$ cat config.mk
export PLATFORM = sky130hd
export DESIGN_NAME = lis_emit_flat
export DESIGN_NICKNAME = d
export VERILOG_FILES = /design/src/design/lis_pkg.sv /design/src/design/lis_if.sv /design/src/design/lis_emit.sv /design/src/flat_wrapper.sv
export SDC_FILE = /design/constraint.sdc
export NUM_CORES = 2
export LEC_CHECK = 0
export ABC_CLOCK_PERIOD_IN_PS = 8250
export BUFFER_PORTS_ARGS = -buffer_cell sky130_fd_sc_hd__buf_2
export CAP_MARGIN = 40
export CORE_ASPECT_RATIO = 0.8
export CORE_UTILIZATION = 40
export DETAILED_ROUTE_END_ITERATION = 16
export SYNTH_ARGS = -nofsm -noshare
export SYNTH_HDL_FRONTEND = slang
export SYNTH_MEMORY_MAX_BITS = 65536
export SYNTH_SLANG_ARGS = --single-unit
$ cat constraint.sdc
create_clock -name clk_i -period 8.25 [get_ports clk_i]
set_input_delay 0.825 -clock clk_i [delete_from_list [all_inputs] [get_ports clk_i]]
set_output_delay 0.825 -clock clk_i [all_outputs]
set_load 0.02 [all_outputs]
$ cat src/design/lis_pkg.sv
package lis_pkg;

  // Most results given for one sequence
  localparam int unsigned RESULT_LIMIT = 64;

  // Control tag that travels with an element down the cell row
  typedef struct packed {
    logic valid;   // slot carries an element
    logic done;    // element has found its pile
    logic top;     // element became the tail of the top pile
    logic opened;  // element opened a new pile
  } lis_tag_t;

  // Sequence status from the input side to the backtrack controller
  typedef struct packed {
    logic final_in;  // last element of the sequence accepted this cycle
    logic dropped;   // an element was dropped for lack of capacity
  } lis_seq_t;

  // Controller status back to the input side and the cell row
  typedef struct packed {
    logic accepting;  // input channel may take a transaction
    logic clear;      // drop all sequence state
  } lis_ctl_t;

  // Backtrack controller states
  typedef enum logic [6:0] {
    ST_RUN      = 7'b0000001,
    ST_DRAIN    = 7'b0000010,
    ST_WALK_RD  = 7'b0000100,
    ST_WALK_WR  = 7'b0001000,
    ST_EMIT_RD  = 7'b0010000,
    ST_EMIT_PUT = 7'b0100000,
    ST_CLEAR    = 7'b1000000
  } lis_state_e;

endpackage

$ cat src/design/lis_if.sv


interface lis_out_if #(
  parameter int unsigned DW = 32
);
  logic                 valid;
  logic                 ready;
  logic signed [DW-1:0] run_value;
  logic                 run_end;
  logic                 overflow_seen;

  modport source (output valid, run_value, run_end, overflow_seen, input ready);
  modport sink   (input valid, run_value, run_end, overflow_seen, output ready);
endinterface

$ cat src/design/lis_emit.sv
module lis_emit #(
  parameter int unsigned DW        = 32,
  parameter int unsigned MAX_ITEMS = 64,
  parameter int unsigned IDX_W     = 6,
  parameter int unsigned CNT_W     = 7
) (
  input  logic                 clk_i,
  input  logic                 rst_ni,
  input  lis_pkg::lis_tag_t    exit_tag_i,
  input  logic signed [DW-1:0] exit_value_i,
  input  logic [IDX_W-1:0]     exit_idx_i,
  input  logic [IDX_W-1:0]     exit_pred_i,
  input  lis_pkg::lis_seq_t    seq_i,
  output lis_pkg::lis_ctl_t    ctl_o,
  lis_out_if.source            out_o
);

  localparam int unsigned OUT_MAX =
    (MAX_ITEMS < lis_pkg::RESULT_LIMIT) ? MAX_ITEMS : lis_pkg::RESULT_LIMIT;
  localparam int unsigned OUT_W = $clog2(OUT_MAX + 1);

  // Element store, predecessor links and the forward-order run buffer
  logic signed [DW-1:0] val_mem  [MAX_ITEMS];
  logic [IDX_W-1:0]     pred_mem [MAX_ITEMS];
  logic signed [DW-1:0] run_mem  [MAX_ITEMS];

  lis_pkg::lis_state_e  state_q, state_d;
  logic [CNT_W-1:0]     drain_q;
  logic [CNT_W-1:0]     len_q;
  logic [IDX_W-1:0]     top_q;
  logic [CNT_W-1:0]     walk_k_q;
  logic [IDX_W-1:0]     walk_idx_q;
  logic [OUT_W-1:0]     emit_q;
  logic signed [DW-1:0] rd_val_q;
  logic [IDX_W-1:0]     rd_pred_q;
  logic signed [DW-1:0] run_rd_q;
  logic                 out_valid_q;
  logic signed [DW-1:0] out_value_q;
  logic                 out_end_q;
  logic                 out_ovf_q;

  logic [OUT_W-1:0] emit_n;
  logic             emit_last;
  logic             load;
  logic             clear;

  // Number of results for this sequence, capped
  assign emit_n    = (len_q > CNT_W'(OUT_MAX)) ? OUT_W'(OUT_MAX) : OUT_W'(len_q);
  assign emit_last = ((emit_q + OUT_W'(1)) == emit_n);
  assign clear     = (state_q == lis_pkg::ST_CLEAR);

  // Sequence control
  always_comb begin
    state_d = state_q;
    load    = 1'b0;
    case (state_q)
      lis_pkg::ST_RUN: begin
        if (seq_i.final_in) state_d = lis_pkg::ST_DRAIN;
      end
      lis_pkg::ST_DRAIN: begin
        if (drain_q == CNT_W'(MAX_ITEMS)) begin
          state_d = (len_q == '0) ? lis_pkg::ST_CLEAR : lis_pkg::ST_WALK_RD;
        end
      end
      lis_pkg::ST_WALK_RD: begin
        state_d = lis_pkg::ST_WALK_WR;
      end
      lis_pkg::ST_WALK_WR: begin
        state_d = (walk_k_q == CNT_W'(1)) ? lis_pkg::ST_EMIT_RD : lis_pkg::ST_WALK_RD;
      end
      lis_pkg::ST_EMIT_RD: begin
        state_d = lis_pkg::ST_EMIT_PUT;
      end
      lis_pkg::ST_EMIT_PUT: begin
        if (!out_valid_q || out_o.ready) begin
          load    = 1'b1;
          state_d = emit_last ? lis_pkg::ST_CLEAR : lis_pkg::ST_EMIT_RD;
        end
      end
      lis_pkg::ST_CLEAR: begin
        state_d = lis_pkg::ST_RUN;
      end
      default: begin
        state_d = lis_pkg::ST_RUN;
      end
    endcase
  end

  always_ff @(posedge clk_i or negedge rst_ni) begin
    if (!rst_ni) begin
      state_q     <= lis_pkg::ST_RUN;
      drain_q     <= '0;
      len_q       <= '0;
      top_q       <= '0;
      walk_k_q    <= '0;
      walk_idx_q  <= '0;
      emit_q      <= '0;
      out_valid_q <= 1'b0;
    end else begin
      state_q <= state_d;

      // Count the cycles the row needs to empty
      if (state_q == lis_pkg::ST_DRAIN) begin
        drain_q <= drain_q + CNT_W'(1);
      end else begin
        drain_q <= '0;
      end

      // Track pile count and top tail from elements leaving the row
      if (clear) begin
        len_q <= '0;
        top_q <= '0;
      end else if (exit_tag_i.valid) begin
        if (exit_tag_i.opened) len_q <= len_q + CNT_W'(1);
        if (exit_tag_i.top)    top_q <= exit_idx_i;
      end

      // Walk the predecessor links from the top tail
      if (state_q == lis_pkg::ST_DRAIN) begin
        walk_k_q   <= len_q;
        walk_idx_q <= top_q;
        emit_q     <= '0;
      end else if (state_q == lis_pkg::ST_WALK_WR) begin
        walk_k_q   <= walk_k_q - CNT_W'(1);
        walk_idx_q <= rd_pred_q;
      end else if (load) begin
        emit_q <= emit_q + OUT_W'(1);
      end

      // Output register handshake
      if (load) begin
        out_valid_q <= 1'b1;
      end else if (out_o.ready) begin
        out_valid_q <= 1'b0;
      end
    end
  end

  // Store elements and links as they leave the row
  always_ff @(posedge clk_i) begin
    if (exit_tag_i.valid) begin
      val_mem[exit_idx_i]  <= exit_value_i;
      pred_mem[exit_idx_i] <= exit_pred_i;
    end
    rd_val_q  <= val_mem[walk_idx_q];
    rd_pred_q <= pred_mem[walk_idx_q];
  end

  // Reverse the walked chain into forward order
  always_ff @(posedge clk_i) begin
    if (state_q == lis_pkg::ST_WALK_WR) begin
      run_mem[IDX_W'(walk_k_q - CNT_W'(1))] <= rd_val_q;
    end
    run_rd_q <= run_mem[IDX_W'(emit_q)];
  end

  // Load a result
  always_ff @(posedge clk_i) begin
    if (load) begin
      out_value_q <= run_rd_q;
      out_end_q   <= emit_last;
      out_ovf_q   <= seq_i.dropped;
    end
  end

  assign out_o.valid         = out_valid_q;
  assign out_o.run_value     = out_value_q;
  assign out_o.run_end       = out_end_q;
  assign out_o.overflow_seen = out_ovf_q;

  assign ctl_o.accepting = (state_q == lis_pkg::ST_RUN);
  assign ctl_o.clear     = clear;

  // Pile count stays within the row
  a_len_range: assert property (@(posedge clk_i) disable iff (!rst_ni)
    len_q <= CNT_W'(MAX_ITEMS))
    else $error("pile count beyond cell row");

  // Every element leaving the row has found a pile
  a_exit_placed: assert property (@(posedge clk_i) disable iff (!rst_ni)
    exit_tag_i.valid |-> exit_tag_i.done)
    else $error("element left the row unplaced");

  // Elements leave the row only before the backtrack starts
  a_exit_phase: assert property (@(posedge clk_i) disable iff (!rst_ni)
    exit_tag_i.valid |-> (state_q == lis_pkg::ST_RUN || state_q == lis_pkg::ST_DRAIN))
    else $error("element left the row during backtrack");

  // Walk never runs past the chain start
  a_walk_count: assert property (@(posedge clk_i) disable iff (!rst_ni)
    (state_q == lis_pkg::ST_WALK_WR) |-> (walk_k_q != '0))
    else $error("backtrack step with empty count");

  // A new result appears only from the emit step
  a_out_source: assert property (@(posedge clk_i) disable iff (!rst_ni)
    $rose(out_valid_q) |-> $past(state_q == lis_pkg::ST_EMIT_PUT))
    else $error("result loaded outside emit step");

endmodule

$ cat src/flat_wrapper.sv
// flat-port wrapper written by rule: the top's interface ports become plain ports
module lis_emit_flat 
#(
  parameter int unsigned DW        = 32,
  parameter int unsigned MAX_ITEMS = 64,
  parameter int unsigned IDX_W     = 6,
  parameter int unsigned CNT_W     = 7
)
  (clk_i, rst_ni, exit_tag_i, exit_value_i, exit_idx_i, exit_pred_i, seq_i, ctl_o, out_o_valid, out_o_run_value, out_o_run_end, out_o_overflow_seen, out_o_ready);
  lis_out_if #(.DW(DW)) out_o_i ();
  input  logic clk_i;
  input  logic rst_ni;
  input  lis_pkg::lis_tag_t exit_tag_i;
  input  logic signed [DW-1:0] exit_value_i;
  input  logic [IDX_W-1:0] exit_idx_i;
  input  logic [IDX_W-1:0] exit_pred_i;
  input  lis_pkg::lis_seq_t seq_i;
  output lis_pkg::lis_ctl_t ctl_o;
  output wire logic [$bits(out_o_i.valid)-1:0] out_o_valid;
  output wire logic [$bits(out_o_i.run_value)-1:0] out_o_run_value;
  output wire logic [$bits(out_o_i.run_end)-1:0] out_o_run_end;
  output wire logic [$bits(out_o_i.overflow_seen)-1:0] out_o_overflow_seen;
  input wire logic [$bits(out_o_i.ready)-1:0] out_o_ready;
  assign out_o_valid = out_o_i.valid;
  assign out_o_run_value = out_o_i.run_value;
  assign out_o_run_end = out_o_i.run_end;
  assign out_o_overflow_seen = out_o_i.overflow_seen;
  assign out_o_i.ready = out_o_ready;
  lis_emit #(.DW(DW), .MAX_ITEMS(MAX_ITEMS), .IDX_W(IDX_W), .CNT_W(CNT_W)) u_core (.clk_i(clk_i), .rst_ni(rst_ni), .exit_tag_i(exit_tag_i), .exit_value_i(exit_value_i), .exit_idx_i(exit_idx_i), .exit_pred_i(exit_pred_i), .seq_i(seq_i), .ctl_o(ctl_o), .out_o(out_o_i));
endmodule
### Word level (Yosys, flattened, before mapping)

Memories as Yosys holds them, arrays and structs flattened. A register that Yosys moved wholly into a read port is not among the register bits.
Cells that the tools add are included.

| cells by class | value |
|---|---|
| eq/ne operators | 14 |
| muxes and demuxes | 30 |
| reductions and logical operators | 13 |
| $lt $le $gt $ge | 1 |
| add/subtract/negate cells | 4 |

Operators by type and width:

| operator | count |
|---|---|
| 7-bit two-way mux | 15 |
| 7-bit one-hot mux with 6 select lines | 1 |
| 6-bit two-way mux | 5 |
| 7-bit by 1-bit adder with 7-bit output (second input constant) | 3 |
| 7-bit by 1-bit equality test with 1-bit output (second input constant) | 2 |
| 7-bit equality test (second input constant) | 2 |
| 2-bit nonzero test | 6 |
| 1-bit two-way mux | 8 |
| 7-bit by 2-bit equality test with 1-bit output (second input constant) | 1 |
| 7-bit by 3-bit equality test with 1-bit output (second input constant) | 1 |
| 7-bit by 4-bit equality test with 1-bit output (second input constant) | 1 |
| 7-bit by 5-bit equality test with 1-bit output (second input constant) | 1 |
| 7-bit by 6-bit equality test with 1-bit output (second input constant) | 1 |
| 7-bit equality test | 1 |
| 7-bit > comparator (second input constant) | 1 |
| 7-bit zero test | 1 |
| 7-bit by 1-bit subtractor with 7-bit output (second input constant) | 1 |
| 2-bit by 1-bit inequality test with 1-bit output (second input constant) | 3 |
| 2-bit AND reduction | 3 |
| 5-bit two-way mux | 1 |
| 3-bit AND reduction | 1 |
| 2-bit inequality test (second input constant) | 1 |
| 1-bit zero test | 1 |
| 1-bit logical OR | 1 |

| storage, ports and cells | value |
|---|---|
| input bits | 53 |
| memory bits (writable) | 4480 |
| output and inout port bits | 37 |
| bits in registers | 82 |
| memories | 3 |
| logic and storage cells | 76 |

Memory list:

| name | depth | width | read ports | clocked after memory_dff | wr ports | line | text |
|---|---|---|---|---|---|---|---|
| u_core.run_mem | 64 | 32 | 1 | 1 | 1 | lis_emit.sv:25 | `logic signed [DW-1:0] run_mem [MAX_ITEMS];` |
| u_core.val_mem | 64 | 32 | 1 | 1 | 1 | lis_emit.sv:23 | `logic signed [DW-1:0] val_mem [MAX_ITEMS];` |
| u_core.pred_mem | 64 | 6 | 1 | 1 | 1 | lis_emit.sv:24 | `logic [IDX_W-1:0] pred_mem [MAX_ITEMS];` |

### Depth between registers and ports, before layout

| depth | value |
|---|---|
| word-level depth | 7 |
| gate-level depth with buffers | 12 |
| depth with buffers taken out | 8 |

### Least setup slack after synthesis

No wires, ideal clock.

| timing | value |
|---|---|
| path kind | input port to flip-flop |
| start point | in exit_idx_i[3] |
| end point | mem u_core.pred_mem[10][0] (enable) |
| buffers on the path | 2 |
| slack | 4540 ps |
| cell stages on the path | 4 |
| required time | 7817 ps |
| data arrival time | 3276 ps |
| setup time | 433 ps |
| path through | clkbuf_1 or3b_2 clkbuf_1 nor2_1 |

RTL lines:

| element | line | text |
|---|---|---|
| start, declared | flat_wrapper.sv:15 | `input logic [IDX_W-1:0] exit_idx_i;` |
| end, declared | lis_emit.sv:24 |  |

Straight into the memory's write port.

==> results.ini <==
[timing]
setup_violations = 0
rsz0062_at_grt = false
max_slew_margin_pct = 18.8
maxSlewViolCount = 0
worst_max_slew_pin_slew_ps = 1220
final_min_period_ps = 4650
hold_viol_final = 0
fin_clk_skew_ps = 153
max_freq_mhz = 215
finalSetupTns_ps = 0
part_of_the_cycle_the_worst_path_needs_pct = 56.4

[drt]
route.detailed.drc = 0
drt-total-wl_mm = 444
route.detailed.wl_per_inst_um = 31.7
drt-pass1-iter-count = 8
drtAntennaViolNets = 0
via_count = 81800
drt_iter0_markers = 10600
detail_route.vias_per_cell = 5.84

[clock_network]
clockBufferDepth = 4
cts.repair_timing.setup_buffer_count = 0
cts_max_level = 5
clk_latency_worst_skew_pair_ps = 1050
cts_tree = yes
cts_root_buf = sky130_fd_sc_hd__clkbuf_16
clkSinkCount = 4632
clk_pin_slew_worst_paths_ps = 70
cts_buffers = 442

[floorplan]
dieArea_um2 = 441000
floorplan.initialDensity_pct = 40.2
width_of_the_chip_um = 742
floorplan.io_pins = 90
std_cell_rows = 217
die_height_um = 594
core_area_um2 = 437000

[critical_path]
timing.critical_path.required_ps = 8890
critical_path_peak_fanout = 41
timing.critical_path.max_delay_family = multiplexers
critical_path.cell_chain = buf_12 -> buf_4 -> mux4_2 -> mux4_2 -> a22oi_1 -> nand2_1
path_class = flop to flop
slowest_library_cell_on_the_worst_path = sky130_fd_sc_hd__a22oi_1
worst_path_largest_cell_delay_ps = 950
cp-start-kind = flop
count_of_buffering_cells_on_the_critical_path_with_inverters_included = 2
crit_top_cell = sky130_fd_sc_hd__mux4_2
arrival_ps = 5300
worst_setup_path_end_kind = flop

[yosys]
synth_area_um2 = 175000
ys_ff_latch = 4632
postSynthAreaPerCell_um2 = 24.0
seq_area_frac_synth_pct = 78.8
synth_top_flop_cell = sky130_fd_sc_hd__edfxtp_1
synth_nets = 7356
yosysTopAreaCell = sky130_fd_sc_hd__edfxtp_1
synth-edff-count = 4514
yosysUniqueCellTypes = 55
syn-instance-count = 7296
async_flop_share_pct = 1.04
synthDominantCellAreaShare_pct = 77.3
synth.yosys.warnings = 0
synthTopCellsByArea = sky130_fd_sc_hd__edfxtp_1 77%, sky130_fd_sc_hd__mux4_2 17%, sky130_fd_sc_hd__dfxtp_1 0.80%, sky130_fd_sc_hd__dfrtp_1 0.67%, sky130_fd_sc_hd__mux2i_1 0.52%

[min_path]
worst_min_path_class = input port to flop

[placement]
buffer_ports.inserted = 88
dpl_cell_area_um2 = 187000
globalplace.congestion = 0.789
post-dp-hpwl_mm = 249

[cells_and_area]
stdcell_area_um2 = 201000
syn2layout_area_growth_pct = 14.7
nets = 7871
fraction_of_layout_cells_with_a_size_suffix_above_1_pct = 31.6

[status]
run_status = finished, final reports clean

[power]
powerDensity_nw_per_um2 = 286
leakage_nw = 60.4
vdd_ir_drop_max_mv = 0.246

[global_route]
track_usage_pct = 19.8
initial_antenna_violation_count = 39
globalRouteOverflowTotal = 0
vias_in_the_first_global_route = 82100
wire_length_of_the_first_global_routing_pass_mm = 623
grt_max_degree = 147

[job]
max_cap_viol = 0

worst register-to-register path, cell delays in order, from the launching register on:
cell and delay (ps):
sky130_fd_sc_hd__dfrtp_4 750, sky130_fd_sc_hd__buf_12 390, sky130_fd_sc_hd__buf_4 570, sky130_fd_sc_hd__mux4_2 610, sky130_fd_sc_hd__mux4_2 460, sky130_fd_sc_hd__a22oi_1 950
sky130_fd_sc_hd__nand2_1 520
state kept, by name (all words and copies together) (netlist names):
signal	flops
u_core.walk_k_q	7
u_core.len_q	7
u_core.out_o.overflow_seen	1
u_core.out_o.run_end	1
u_core.out_o.run_value	32
u_core.val_mem	2048
u_core.top_q	6
u_core.drain_q	7
u_core.rd_val_q	32
u_core.emit_q	7
u_core.pred_mem	384
u_core.state_q	7
u_core.run_mem	2048
u_core.run_rd_q	32
u_core.rd_pred_q	6
u_core.out_o.valid	1
u_core.walk_idx_q	6
stage by stage:
stage	hold WS, ps	utilization [%]	std cells	worst slack (ps)	total power, W
floorplan	386	-	7296	4540	0.0340
global placement	390	42.2	13000	3040	0.0375
detailed placement	389	42.8	13200	3600	0.0382
CTS	1.68	46.1	14000	3470	0.0579
global route	57.3	46.1	14000	3440	0.0593
finish	90.4	46.1	14000	3600	0.0575
synthesized netlist by cell type (2+ instances only):
cell	number
sky130_fd_sc_hd__a21oi_1	55
sky130_fd_sc_hd__clkbuf_1	166
sky130_fd_sc_hd__o21ai_1	3
sky130_fd_sc_hd__nand2_1	91
sky130_fd_sc_hd__a31oi_1	5
sky130_fd_sc_hd__nor4b_1	2
sky130_fd_sc_hd__mux4_2	1307
sky130_fd_sc_hd__nand4_1	6
sky130_fd_sc_hd__buf_6	15
sky130_fd_sc_hd__nand3_1	32
sky130_fd_sc_hd__nand3b_1	4
sky130_fd_sc_hd__a221o_1	5
sky130_fd_sc_hd__edfxtp_1	4514
sky130_fd_sc_hd__a22oi_1	61
sky130_fd_sc_hd__dfxtp_1	70
sky130_fd_sc_hd__o21ai_0	37
sky130_fd_sc_hd__nor2_1	221
sky130_fd_sc_hd__o22ai_1	84
sky130_fd_sc_hd__o211ai_1	20
sky130_fd_sc_hd__dfrtp_1	47
sky130_fd_sc_hd__mux2_2	23
sky130_fd_sc_hd__and3_1	5
sky130_fd_sc_hd__nand4b_1	2
sky130_fd_sc_hd__buf_4	27
sky130_fd_sc_hd__and2_1	6
sky130_fd_sc_hd__buf_1	26
sky130_fd_sc_hd__and4b_1	2
sky130_fd_sc_hd__inv_1	10
sky130_fd_sc_hd__nor2b_1	55
sky130_fd_sc_hd__or2_2	5
sky130_fd_sc_hd__o221ai_1	2
sky130_fd_sc_hd__xnor2_1	13
sky130_fd_sc_hd__o32ai_1	5
sky130_fd_sc_hd__nor3_1	7
sky130_fd_sc_hd__or3b_2	3
sky130_fd_sc_hd__mux2i_1	91
sky130_fd_sc_hd__a211oi_1	55
sky130_fd_sc_hd__o31ai_1	3
sky130_fd_sc_hd__ha_1	7
sky130_fd_sc_hd__a221oi_1	15
sky130_fd_sc_hd__buf_2	153
sky130_fd_sc_hd__nand2b_1	10
sky130_fd_sc_hd__xor2_1	12
sky130_fd_sc_hd__or3_1	3
worst paths after layout:
check | from | endpoint | slack [ps] | depth (start not counted)
setup / recovery | u_core.walk_idx_q[0]$_DFFE_PN0P_ | u_core.rd_val_q[2]$_DFF_P_ | 3600 | 6
hold / removal | exit_tag_i[1] | u_core.top_q[4]$_DFFE_PN0P_ | 90 | 3
setup reg to reg | u_core.walk_idx_q[0]$_DFFE_PN0P_ | u_core.rd_val_q[2]$_DFF_P_ | 3600 | 6
min in group asynchronous | rst_ni | u_core.top_q[4]$_DFFE_PN0P_ | 440 | 3
max in group asynchronous | rst_ni | u_core.emit_q[1]$_DFFE_PN0P_ | 7050 | 3
hold reg to reg | u_core.run_rd_q[1]$_DFF_P_ | u_core.out_o.run_value[1]$_DFFE_PP_ | 370 | 0
kinds of logic after synthesis:
kind of cell | after synthesis | share of synthesized area (%)
compound gates | 354 | 1.34
xor+xnor | 25 | 0.125
fa+ha+maj | 7 | 0.0499
buf+inv | 398 | 1.08
flops | 4632 | 78.8
mux | 1421 | 17.4
simple gates | 459 | 1.19
layer usage:
metal	GRT usage [%]	vias up	wire (µm)
met1	29.9	44800	190000
met5	0	-	121
li1	-	32500	-
met3	4.17	656	42300
met4	5.25	20	11900
met2	29.4	3824	200000
cells in the final DEF, fill, tap and decap left out, types with 8 or more instances in the layout:
cell type / netlist / final
sky130_fd_sc_hd__a221oi_1: 15 / 15
sky130_fd_sc_hd__clkbuf_1: 166 / 123
sky130_fd_sc_hd__nand2_1: 91 / 91
sky130_fd_sc_hd__nor2_4: 0 / 128
sky130_fd_sc_hd__buf_8: 0 / 11
sky130_fd_sc_hd__mux2_2: 23 / 23
sky130_fd_sc_hd__dfxtp_1: 70 / 38
sky130_fd_sc_hd__mux2i_1: 91 / 91
sky130_fd_sc_hd__o21ai_0: 37 / 37
sky130_fd_sc_hd__buf_2: 153 / 96
sky130_fd_sc_hd__buf_4: 27 / 217
sky130_fd_sc_hd__dfrtp_1: 47 / 35
sky130_fd_sc_hd__nand2b_1: 10 / 10
sky130_fd_sc_hd__a211oi_1: 55 / 55
sky130_fd_sc_hd__clkinv_2: 0 / 75
sky130_fd_sc_hd__inv_6: 0 / 15
sky130_fd_sc_hd__nand3_1: 32 / 32
sky130_fd_sc_hd__buf_12: 0 / 81
sky130_fd_sc_hd__clkbuf_16: 0 / 449
sky130_fd_sc_hd__buf_16: 0 / 49
sky130_fd_sc_hd__a21oi_1: 55 / 55
sky130_fd_sc_hd__dfrtp_4: 0 / 8
sky130_fd_sc_hd__xnor2_1: 13 / 13
sky130_fd_sc_hd__o22ai_1: 84 / 84
sky130_fd_sc_hd__nor2_1: 221 / 90
sky130_fd_sc_hd__nor2b_1: 55 / 54
sky130_fd_sc_hd__dfxtp_2: 0 / 32
sky130_fd_sc_hd__clkinv_1: 0 / 94
sky130_fd_sc_hd__o211ai_1: 20 / 20
sky130_fd_sc_hd__a22oi_1: 61 / 61
sky130_fd_sc_hd__mux4_2: 1307 / 1307
sky130_fd_sc_hd__bufinv_16: 0 / 31
sky130_fd_sc_hd__clkinvlp_4: 0 / 11
sky130_fd_sc_hd__xor2_1: 12 / 12
sky130_fd_sc_hd__inv_1: 10 / 9
sky130_fd_sc_hd__edfxtp_1: 4514 / 4514
sky130_fd_sc_hd__clkbuf_8: 0 / 15
report_power, final:
part	leakage [nW]	switching [W]	total [W]	internal [W]
logic	11.7	0.00564	0.00938	0.00374
registers	41.8	0.000694	0.0283	0.0276
clock network	6.88	0.00874	0.0199	0.0111
total	60.4	0.0151	0.0575	0.0425
timing repair:
action / in CTS / in global routing
hold buffers: 4 / 0
endpoints found under the hold margin: 59 / 0
resized for setup: 0 / 0
layout make-up:
cell class	count	area, µm²
fill	35400	235000
multi-input combinational	2266	36300
inverter	10	37.5
sequential	4632	138000
clock inverter	246	2200
tap	5803	7260
antenna	7	17.5
timing repair buffer	459	5300
clock buffer	587	11900
Note: power is estimated with default switching activity, not from simulation.
